## config.mk

```make
export PLATFORM = sky130hd
export DESIGN_NAME = qrs_sqrt_cell
export DESIGN_NICKNAME = d
export VERILOG_FILES = /design/src/qrs_sqrt_cell.sv
export SDC_FILE = /design/constraint.sdc
export NUM_CORES = 1
export LEC_CHECK = 0
export BUFFER_PORTS_ARGS = -buffer_cell sky130_fd_sc_hd__buf_2
export CAP_MARGIN = 10
export CORE_MARGIN = 2
export CORE_UTILIZATION = 41
export CTS_CLUSTER_SIZE = 24
export DETAILED_ROUTE_END_ITERATION = 10
export PLACE_DENSITY = 0.73
export SLEW_MARGIN = 40
export SYNTH_ARGS = -nofsm -noshare
export SYNTH_HDL_FRONTEND = slang
export SYNTH_SLANG_ARGS = --single-unit
```

## constraint.sdc

```tcl
create_clock -name clk_i -period 2.37 [get_ports clk_i]
set_input_delay 0.1185 -clock clk_i [delete_from_list [all_inputs] [get_ports clk_i]]
set_output_delay 0.1185 -clock clk_i [all_outputs]
set_load 0.005 [all_outputs]
```

## src/qrs_sqrt_cell.sv

```systemverilog
// One digit step of the pipelined integer square root.
module qrs_sqrt_cell #(
  parameter int unsigned SN = 17
) (
  input  logic            clk_i,
  input  logic            en_i,
  input  logic [SN:0]     rem_i,
  input  logic [SN-1:0]   root_i,
  input  logic [2*SN-1:0] rad_i,
  output logic [SN:0]     rem_o,
  output logic [SN-1:0]   root_o,
  output logic [2*SN-1:0] rad_o
);

  logic [SN+2:0] rem_sh;
  logic [SN+2:0] trial;
  logic [SN+2:0] diff;
  logic          ge;

  assign rem_sh = {rem_i, rad_i[2*SN-1 -: 2]};
  assign trial  = {1'b0, root_i, 2'b01};
  assign ge     = (rem_sh >= trial);
  assign diff   = rem_sh - trial;

  always_ff @(posedge clk_i) begin
    if (en_i) begin
      rem_o  <= ge ? diff[SN:0] : rem_sh[SN:0];
      root_o <= {root_i[SN-2:0], ge};
      rad_o  <= {rad_i[2*SN-3:0], 2'b00};
    end
  end

endmodule

```

==> flow_summary_export.csv <==
group,metric,value,unit
status,status,"finished clean",
synthesis,synthXorXnorAreaFrac,3.21,%
synthesis,synth_top_area_share,61.5,%
route,wirelength,8360,µm
sta,setup_tns,0,ns
sta,slew-limit-headroom,58.0,%
synthesis,synth_edf_count,67,
grt,grt_max_degree,44,
final_layout,register_area,2010,µm²
sta,max_freq,442,MHz
final_layout,antenna_cells,0,
placement,pre_cts_ws,0.0427,ns
setup_path,critPathTopFamily,"buffers and inverters",
floorplan,die_area,8710,µm²
synthesis,synth_area,3270,µm²
setup_path,cp_max_fo,13,
route,via_per_inst,4.87,
setup_path,endpoint_kind,"flop",
setup_path,crit_chain,"dlygate4sd3_1 > buf_2 > inv_1 > ha_4 > nand2_1 > o21ai_2 > a21oi_1 > o21a_1 > or2_4 > buf_12 > mux2_4",
final_layout,fin_util,63.3,%
setup_path,start_kind,"primary input",
synthesis,ys_warn_count,0,
grt,grt_pass1_wl,12800,µm
route,vias,2702,
setup_path,critical_path_class,"in2reg",
final_layout,fillers,592,
setup_path,slowest_stage,"dlygate4sd3_1",
route,drc,0,
grt,grt_pass1_vias,2729,
final_layout,multiInputGateArea,1150,µm²
sta,worst_slack,0.105,ns
clocking,clock_sinks,67,
floorplan,rows,32,
power_and_ir_drop,powerDensity,661,nW/µm²
placement,finalWeightedCongestion,0.771,
synthesis,synth-compound-area-share,11.6,%
sta,drv_slew,0,
final_layout,fin_nets,538,
clocking,h-tree-depth,3,
synthesis,yosysSeqAreaShare,61.5,%
power_and_ir_drop,p_leak,2.16,nW
sta,hold-worst-slack,0.0895,ns
setup_path,critPathBufInv,4,
flow_run,drv_cap,0,
placement,numPortBuffers,137,
synthesis,synth_top_family_by_area,"compound AO/OA/AOI/OAI gates",
grt,antenna_found_initial,0,
clocking,cts_tree,"done",
clocking,clock_path_buffers,2,
synthesis,synthMuxAreaShare,4.78,%
synthesis,yosys.area.top_type,"edfxtp_1",
setup_path,cp.arrival,2.35,ns
floorplan,coreArea,7730,µm²
sta,setup_violations,0,
route,wl_per_cell,15.1,µm
clocking,clk_pin_slew,0.08,ns
final_layout,stdcell_count,555,
sta,rsz0062_at_grt,"no",
synthesis,synth-async-reset-ratio,0,%
synthesis,synth_area_leaders,"edfxtp_1, ha_1, mux2_2",
route,final_antenna_net_count,0,
synthesis,synth_cell_types,46,
final_layout,final_common_cell,"buf_2",
final_layout,area.growth.synth_to_final,49.5,%
placement,placedCellCount,491,
hold_path,hp-class,"in2reg",
power_and_ir_drop,ir_drop,306,µV
final_layout,drive_above_1_share,41.9,%
floorplan,die_w,93.3,µm
setup_path,slowest_delay,0.51,ns
grt,grt_usage,19.3,%
clocking,cts_root_buffer,"clkbuf_8",
grt,grt-ovfl-total,0,
synthesis,postSynthAreaPerCell,13.5,µm²
final_layout,final_cell_mix,"buf_2, edfxtp_1, dlygate4sd3_1",
floorplan,start_util,42.3,%
sta,hold_viol_final,0,
sta,post-route-min-period,2.26,ns
floorplan,chipHeight,93.3,µm
placement,dp_hpwl,5660,µm
synthesis,ys.flop_type,"edfxtp_1",
synthesis,ys_ff_latch,67,
power_and_ir_drop,finalPower,3.23,mW
clocking,numCtsBuffers,9,
synthesis,synth_adder_area_share,7.27,%
route,dr.pass1.iters,4,
placement,dpl_cell_area,4170,µm²
setup_path,cp.required,2.46,ns
clocking,postCtsSetupBuffers,0,
sta,period_share,95.6,%
final_layout,final_area,4890,µm²
route,first_iter_violations,113,
floorplan,io_pins,140,
sta,max_slew.worst_pin.slew,0.630,ns
synthesis,yosys.area_share.simple,7.30,%
synthesis,synth_cells,242,
## where the power goes
part / switching, mW / internal [mW]
clock: 0.455 / 0.592
combinational: 0.331 / 0.377
sequential: 0.0290 / 1.45
## cells in the mapped netlist (all sizes together) (2+ instances only)
cell type  number
a211oi          2
a21o            3
a21oi          17
a31oi           2
buf             5
edfxtp         67
ha             19
inv            22
mux2           12
nand2          11
nand2b          4
nand3           4
nand4           2
nor2            8
nor2b           3
nor3            6
o211ai          4
o21a            4
o21ai          17
o31ai           3
or2             2
xnor2           7
xor2            5
## final timing paths
kind | from | slack [ns] | endpoint | cells after the start
worst min-delay path | rem_i[2] | 0.09 | rem_o[4]$_DFFE_PP_ | 2
worst max-delay path | root_i[12] | 0.11 | rem_o[12]$_DFFE_PP_ | 11
## cells by family after synthesis
| kind of cell | count (synthesis) |
|---|---|
| compound gates | 57 |
| xor+xnor | 12 |
| fa+ha+maj | 19 |
| buf+inv | 28 |
| flops | 67 |
| mux | 13 |
| other cells | 1 |
| simple gates | 45 |
## routing by layer
metal / track usage [%] / wire (µm) / up-vias
met5: 0 / 0 / -
met4: 5.88 / 98 / 0
met3: 5.88 / 599 / 7
met2: 34.6 / 4180 / 109
met1: 21.9 / 3480 / 1265
li1: - / - / 1321
## timing repair
action | CTS | global route
hold endpoints to repair | 48 | 0
resized for setup | 0 | 4
endpoints found under the setup margin | 0 | 16
hold buffers | 48 | 0
## registers in the layout, indices dropped and copies added (netlist names)
register  flops
rem_o        18
root_o       17
rad_o        32
## cell type report
type,count,area share (%)
sequential,67,41.1
tap,102,2.61
timing repair buffer,200,26.6
multi-input combinational,148,23.5
clock inverter,6,1.84
inverter,22,1.69
clock buffer,10,2.61
Power figures use the tool's default switching activity.
