$ cat src/qrs_div_cell.sv
// One quotient bit of the pipelined restoring divider.
module qrs_div_cell #(
  parameter int unsigned DW = 17,
  parameter int unsigned QW = 34
) (
  input  logic          clk_i,
  input  logic          en_i,
  input  logic [DW-1:0] rem_i,
  input  logic [QW-1:0] dvd_i,
  input  logic [DW-1:0] den_i,
  output logic [DW-1:0] rem_o,
  output logic [QW-1:0] dvd_o,
  output logic [DW-1:0] den_o
);

  logic [DW:0] rem_sh;
  logic [DW:0] diff;
  logic        ge;

  assign rem_sh = {rem_i, dvd_i[QW-1]};
  assign ge     = (rem_sh >= {1'b0, den_i});
  assign diff   = rem_sh - {1'b0, den_i};

  // dividend shifts out at the top, quotient bits shift in at the bottom
  always_ff @(posedge clk_i) begin
    if (en_i) begin
      rem_o <= ge ? diff[DW-1:0] : rem_sh[DW-1:0];
      dvd_o <= {dvd_i[QW-2:0], ge};
      den_o <= den_i;
    end
  end

endmodule
$ cat config.mk
export PLATFORM = sky130hd
export DESIGN_NAME = qrs_div_cell
export DESIGN_NICKNAME = d
export VERILOG_FILES = /design/src/qrs_div_cell.sv
export SDC_FILE = /design/constraint.sdc
export NUM_CORES = 1
export LEC_CHECK = 0
export CELL_PAD_IN_SITES_DETAIL_PLACEMENT = 1
export CELL_PAD_IN_SITES_GLOBAL_PLACEMENT = 1
export CORE_MARGIN = 3
export CORE_UTILIZATION = 30
export DETAILED_ROUTE_END_ITERATION = 8
export DONT_BUFFER_PORTS = 1
export PLACE_DENSITY = 0.58
export SLEW_MARGIN = 20
export SYNTH_ARGS = -nofsm -noshare
export SYNTH_HDL_FRONTEND = slang
export SYNTH_SLANG_ARGS = --single-unit
$ cat constraint.sdc
create_clock -name clk_i -period 5.9 [get_ports clk_i]
set_input_delay 1.18 -clock clk_i [delete_from_list [all_inputs] [get_ports clk_i]]
set_output_delay 1.18 -clock clk_i [all_outputs]
set_load 0.01 [all_outputs]
==> results of run 1 <==
-- state kept, by name (all words and copies together) (netlist names) --
| signal | count |
|---|---|
| den_o | 17 |
| dvd_o | 34 |
| rem_o | 17 |
-- through the flow --
stage               setup slack [ns]  hold slack [ns]  utilization [%]  power (W)  area (sq um)
global route                   2.601           0.9056            34.52   0.001240          3580
floorplan                      2.612            1.279                -  0.0007543          3224
CTS                            2.777           0.9018            34.52   0.001205          3580
detailed placement             2.411            1.279            32.54  0.0007885          3374
finish                         2.766           0.9270            34.52   0.001182          3580
global placement               2.442            1.279            32.54  0.0007859          3374
-- cell type report --
type | count | share of cell area, %
clock buffers | 10 | 3.565
clock inverters | 5 | 2.167
inverters | 23 | 2.761
multi-input cells | 128 | 29.71
flip-flops and latches | 68 | 57.04
well taps | 136 | 4.754
-- synth_stat cells, drive strengths merged, types with 2 or more instances --
master,count,area share (%)
nor3,4,0.62
o31ai,4,1.4
nor2,6,0.70
nand2b,3,0.58
nand3,8,1.4
inv,23,3.1
xor2,3,0.82
a21oi,15,2.8
o21ai,7,1.1
nand2,9,1.0
o2bb2ai,2,0.54
mux2,10,4.7
a21o,3,0.70
a21boi,3,0.70
o21bai,3,1.0
xnor2,8,2.2
ha,17,6.6
o21a,2,0.47
edfxtp,68,63
and2,4,0.85
-- metal layers --
metal,GRT usage [%],vias to the layer above
met2,19.14,110
met3,5.931,10
met5,0,-
met1,13.47,847
li1,-,849
met4,5.877,0
-- where the power goes --
group	internal, W	leakage [nW]	switching [W]
clock	0.000234	0.102	0.000173
combinational	0.0000672	0.577	0.0000708
sequential	0.000592	0.665	0.0000438
total	0.000894	1.34	0.000288
-- kinds of logic (layout without fill, tap and decap cells) --
| kind of cell | Yosys count | count (layout) | synth area share, % |
|---|---|---|---|
| xor gates and xnor gates | 11 | 11 | 2.988 |
| and+or+nand+nor | 41 | 41 | 6.869 |
| muxes | 11 | 11 | 4.967 |
| buffers and inverters | 24 | 38 | 3.687 |
| adders and majority gates | 18 | 18 | 7.218 |
| AOI/OAI and AO/OA | 47 | 47 | 10.94 |
| DFF | 68 | 68 | 63.33 |
-- worst min path at each step --
stage | from | end | slack, ns | cells after the start
final | den_i[0] | den_o[0] | 0.93 | 0
after global routing | den_i[0] | den_o[0] | 0.91 | 0
after CTS | den_i[1] | den_o[1] | 0.90 | 0
after detailed placement | dvd_i[8] | dvd_o[9] | 1.28 | 0
after global placement | dvd_i[9] | dvd_o[10] | 1.28 | 0
after floorplan | den_i[0] | den_o[0] | 1.28 | 0
==> impl_metrics.py, run 1 <==
metrics = {
    "clock_tree": {
        "cts_made_buffers": 9,
        "postCtsResizedCells": 0,
        "post_cts_buffers": 0,
        "root_buffer": "sky130_fd_sc_hd__clkbuf_8",
        "numClockSinks": 68,
        "cts-htree-levels": 3,
        "clock_tree_from_tritoncts": "done",
        "hold_buffers": 0,
        "clkSlewWorstSetupHoldPaths_ns": 0.08,
        "cts_max_path_buffers": 2,
    },
    "cells_and_area": {
        "growth_of_design_area_from_synthesis_to_finish_pct": 11.02,
        "area_taken_by_multi_input_logic_gates_sq_mm": 0.001064,
        "layout-drive-gt1-share_pct": 15.38,
        "seq_area_sq_mm": 0.002042,
        "most_common_cell_after_layout_fill_and_taps_aside": "sky130_fd_sc_hd__edfxtp_1",
        "final_nets": 318,
        "filler_cell_count": 1094,
        "finish.cell_count_without_fillers": 370,
        "antenna-diode-count": 0,
        "commonest_cells_after_routing_fill_and_taps_aside": "68 x sky130_fd_sc_hd__edfxtp_1, 22 x sky130_fd_sc_hd__inv_1, 17 x sky130_fd_sc_hd__ha_1, 13 x sky130_fd_sc_hd__a21oi_1, 10 x sky130_fd_sc_hd__mux2_4",
    },
    "routing": {
        "routed-wl-met2_microns": 3447,
        "antenna_violating_nets_post_route": 0,
        "avgRoutedWirePerCell_microns": 20.35,
        "drt_iter0_markers": 119,
        "route.detailed.vias_per_inst": 4.908,
        "routed-wl-met3_microns": 836,
        "drt-total-wl_microns": 7531,
        "drt_pass1_iterations": 4,
        "vias": 1816,
        "m1WireLength_microns": 3102,
        "post-route-drc-count": 0,
        "route.top_layer_used": "met4",
    },
    "die": {
        "io_pins": 138,
        "die_x_microns": 109.7,
        "rows": 37,
        "fp.coreArea_sq_mm": 0.01037,
        "die_area_sq_mm": 0.01203,
        "initial_core_utilization_pct": 31.09,
        "die_ht_microns": 109.7,
    },
    "timing": {
        "final_critical_delay_including_setup_and_external_delays_ns": 3.134,
        "hold_viol": 0,
        "setup_repair_after_global_routing_missed_its_margin": "false",
        "max_freq_ghz": 0.3191,
        "worst-slew-pin-transition_ns": 0.4137,
        "final-max-slew-violation-count": 0,
        "finalCritPeriodShare_pct": 53.12,
        "finalSetupTns_ns": 0,
        "slew-limit-headroom_pct": 72.42,
        "setup_viol_count_final": 0,
    },
    "setup_path": {
        "endpoint_kind": "flop",
        "critical_path.cell_chain": "inv_1, ha_1, inv_1, fa_1, a21oi_1, or3_4, a21oi_4, o21bai_4, and2_4, inv_12, mux2_4",
        "critical_path_buf_inv_count": 3,
        "worst_ep_arrival_time_ns": 3.22,
        "timing.critical_path.from": "dvd_i[33]",
        "cp_slowest_cell": "sky130_fd_sc_hd__fa_1",
        "setup.worst_path.end": "rem_o[7]",
        "path_common_cell": "sky130_fd_sc_hd__inv_1",
        "timing.critical_path.max_delay_family": "adder cells",
        "worst-path-stages": 11,
        "critPathMaxStageDelay_ns": 0.41,
        "critical_path.max_fanout": 10,
        "critPathRequiredTime_ns": 5.98,
        "crit_type": "in -> reg",
        "worstSetupStartpointType": "primary input",
    },
    "worst_hold_path": {
        "min_path_type": "in -> reg",
    },
    "yosys": {
        "synth_seq_area_share_pct": 63.33,
        "ys.warnings.count": 0,
        "syn_avg_cell_area_sq_um": 14.66,
        "synth_async_sr_flop_share_pct": 0,
        "synth.distinct_cells": 45,
        "post_syn_area_sq_mm": 0.003224,
        "synth.net_count": 308,
        "yosys_most_used_dff": "sky130_fd_sc_hd__edfxtp_1",
        "postSynthRegisterBits": 68,
        "netlist_instances": 220,
        "synth-edff-count": 68,
    },
    "pwr": {
        "p_leak_nw": 1.344,
        "power_density_mw_per_mm2": 330.1,
        "max_vdd_drop_mv": 0.09704,
    },
    "placed_design": {
        "final_replace_weighted_congestion": 0.7214,
        "dp_hpwl_microns": 5785,
        "io_buffers": 0,
        "place_inst": 355,
    },
    "run": {
        "cap_viol_max_count": 0,
    },
    "global_routing": {
        "wire_length_of_the_first_global_routing_pass_microns": 10510,
        "initial_antenna_violation_count": 0,
        "grt_pass1_vias": 1866,
        "grt_usage_pct": 12.05,
        "grt.overflow.total": 0,
        "grt_max_degree": 69,
    },
    "outcome": {
        "run_status": "complete, no violations",
    },
}
Power figures use the tool's default switching activity.
==> run 2: changes to the inputs <==
- clock period: 5.9 -> 2.9 ns (I/O delays scaled with it)
==> impl_metrics.py, run 2 (synthesis results as in run 1) <==
metrics = {
    "outcome": {
        "run_status": "complete, no violations",
    },
    "worst_hold_path": {
        "worstHoldPathCells": 0,
        "min_path_type": "in -> reg",
        "timing.hold.worst_endpoint": "den_o[1]",
        "timing.hold.worst.start": "den_i[1]",
    },
    "clock_tree": {
        "postCtsResizedCells": 0,
        "clock_tree_from_tritoncts": "done",
        "post_cts_buffers": 0,
        "cts_made_buffers": 9,
        "numClockSinks": 68,
        "cts-htree-levels": 3,
        "clkSlewWorstSetupHoldPaths_ns": 0.08,
        "hold_buffers": 0,
        "root_buffer": "sky130_fd_sc_hd__clkbuf_8",
        "cts_max_path_buffers": 2,
    },
    "timing": {
        "worst-slew-pin-transition_ns": 0.4433,
        "finalCritPeriodShare_pct": 85.04,
        "slew-limit-headroom_pct": 70.27,
        "setup_repair_after_global_routing_missed_its_margin": "false",
        "setup_viol_count_final": 0,
        "final-max-slew-violation-count": 0,
        "finalHoldWorstSlack_ns": 0.3239,
        "hold_viol": 0,
        "max_freq_ghz": 0.4055,
        "final_critical_delay_including_setup_and_external_delays_ns": 2.466,
        "finalSetupTns_ns": 0,
    },
    "routing": {
        "drt-total-wl_microns": 7461,
        "antenna_violating_nets_post_route": 0,
        "drt_iter0_markers": 107,
        "avgRoutedWirePerCell_microns": 19.95,
        "drt_pass1_iterations": 4,
        "route.detailed.vias_per_inst": 4.848,
        "post-route-drc-count": 0,
        "vias": 1813,
    },
    "setup_path": {
        "endpoint_kind": "flop",
        "worstSetupStartpointType": "primary input",
        "critical_path_buf_inv_count": 3,
        "critPathMaxStageDelay_ns": 0.40,
        "critical_path.cell_chain": "inv_1, ha_1, inv_1, fa_1, a21oi_1, or3_4, a21oi_4, o21bai_4, and2_4, inv_12, mux2_4",
        "worst_ep_arrival_time_ns": 2.55,
        "critical_path.max_fanout": 10,
        "path_common_cell": "sky130_fd_sc_hd__inv_1",
        "crit_type": "in -> reg",
        "cp_slowest_cell": "sky130_fd_sc_hd__fa_1",
        "critPathRequiredTime_ns": 2.99,
        "timing.critical_path.max_delay_family": "adder cells",
    },
    "cells_and_area": {
        "finish.cell_count_without_fillers": 374,
        "register_with_the_highest_flop_count": "dvd_o",
        "most_common_cell_after_layout_fill_and_taps_aside": "sky130_fd_sc_hd__edfxtp_1",
        "post-route-util_pct": 34.85,
        "final_nets": 321,
        "layout-drive-gt1-share_pct": 16.81,
        "seq_area_sq_mm": 0.002042,
        "antenna-diode-count": 0,
        "area_taken_by_multi_input_logic_gates_sq_mm": 0.001064,
        "growth_of_design_area_from_synthesis_to_finish_pct": 12.07,
        "largest_reg_flops": 34,
        "filler_cell_count": 1092,
        "largest_registers": "dvd_o x34, den_o x17, rem_o x17",
        "commonest_cells_after_routing_fill_and_taps_aside": "68 x sky130_fd_sc_hd__edfxtp_1, 22 x sky130_fd_sc_hd__inv_1, 17 x sky130_fd_sc_hd__ha_1, 13 x sky130_fd_sc_hd__a21oi_1, 10 x sky130_fd_sc_hd__mux2_4",
    },
    "die": {
        "fp.coreArea_sq_mm": 0.01037,
        "rows": 37,
        "initial_core_utilization_pct": 31.09,
        "die_ht_microns": 109.7,
        "io_pins": 138,
        "die_x_microns": 109.7,
        "die_area_sq_mm": 0.01203,
    },
    "pwr": {
        "p_leak_nw": 1.358,
        "power_density_mw_per_mm2": 674.3,
        "max_vdd_drop_mv": 0.3079,
        "total_chip_power_w": 0.002437,
    },
    "global_routing": {
        "initial_antenna_violation_count": 0,
        "grt.overflow.total": 0,
        "grt_max_degree": 69,
        "wire_length_of_the_first_global_routing_pass_microns": 10830,
        "grt_usage_pct": 12.18,
        "grt_pass1_vias": 1953,
    },
    "placed_design": {
        "io_buffers": 0,
        "final_replace_weighted_congestion": 0.7365,
        "place_inst": 358,
        "dp_hpwl_microns": 5753,
    },
    "run": {
        "cap_viol_max_count": 0,
    },
}
==> run 2: per-layer routing <==
layer / track usage, % / wire, microns
met2: 19.53 / 3413
met5: 0 / 0
met4: 4.007 / 92
met1: 14.08 / 3140
met3: 6.283 / 815
==> run 2: worst max-delay path by stage <==
stage               from         to  slack, ns  cells past startpoint
2_1_floorplan  dvd_i[33]  rem_o[10]       0.21                     12
3_3_place_gp   dvd_i[33]   rem_o[9]       0.13                     11
3_5_place_dp   dvd_i[33]   rem_o[8]       0.07                     11
4_1_cts        dvd_i[33]   rem_o[9]       0.44                     11
5_1_grt        dvd_i[33]   rem_o[9]       0.30                     11
6_report       dvd_i[33]   rem_o[9]       0.43                     11
==> run 2: layout make-up <==
class | instances | area share [%]
clock buffers | 10 | 3.532
clock inverters | 6 | 2.458
inverters | 23 | 2.735
multi-input cells | 128 | 29.43
flip-flops and latches | 68 | 56.51
well taps | 136 | 4.709
repair buffers | 3 | 0.6233
==> run 2: per-stage QoR <==
step / instance area (sq um) / setup slack, ns
floorplan: 3224 / 0.2122
global placement: 3397 / 0.1329
detailed placement: 3397 / 0.07454
CTS: 3613 / 0.4371
global route: 3613 / 0.2964
finish: 3613 / 0.4339
==> run 2: power by group <==
group	internal, W	switching [W]	total [W]
registers	0.00120	0.0000897	0.00129
logic	0.000140	0.000144	0.000284
clock network	0.000484	0.000374	0.000858
total	0.00183	0.000607	0.00244
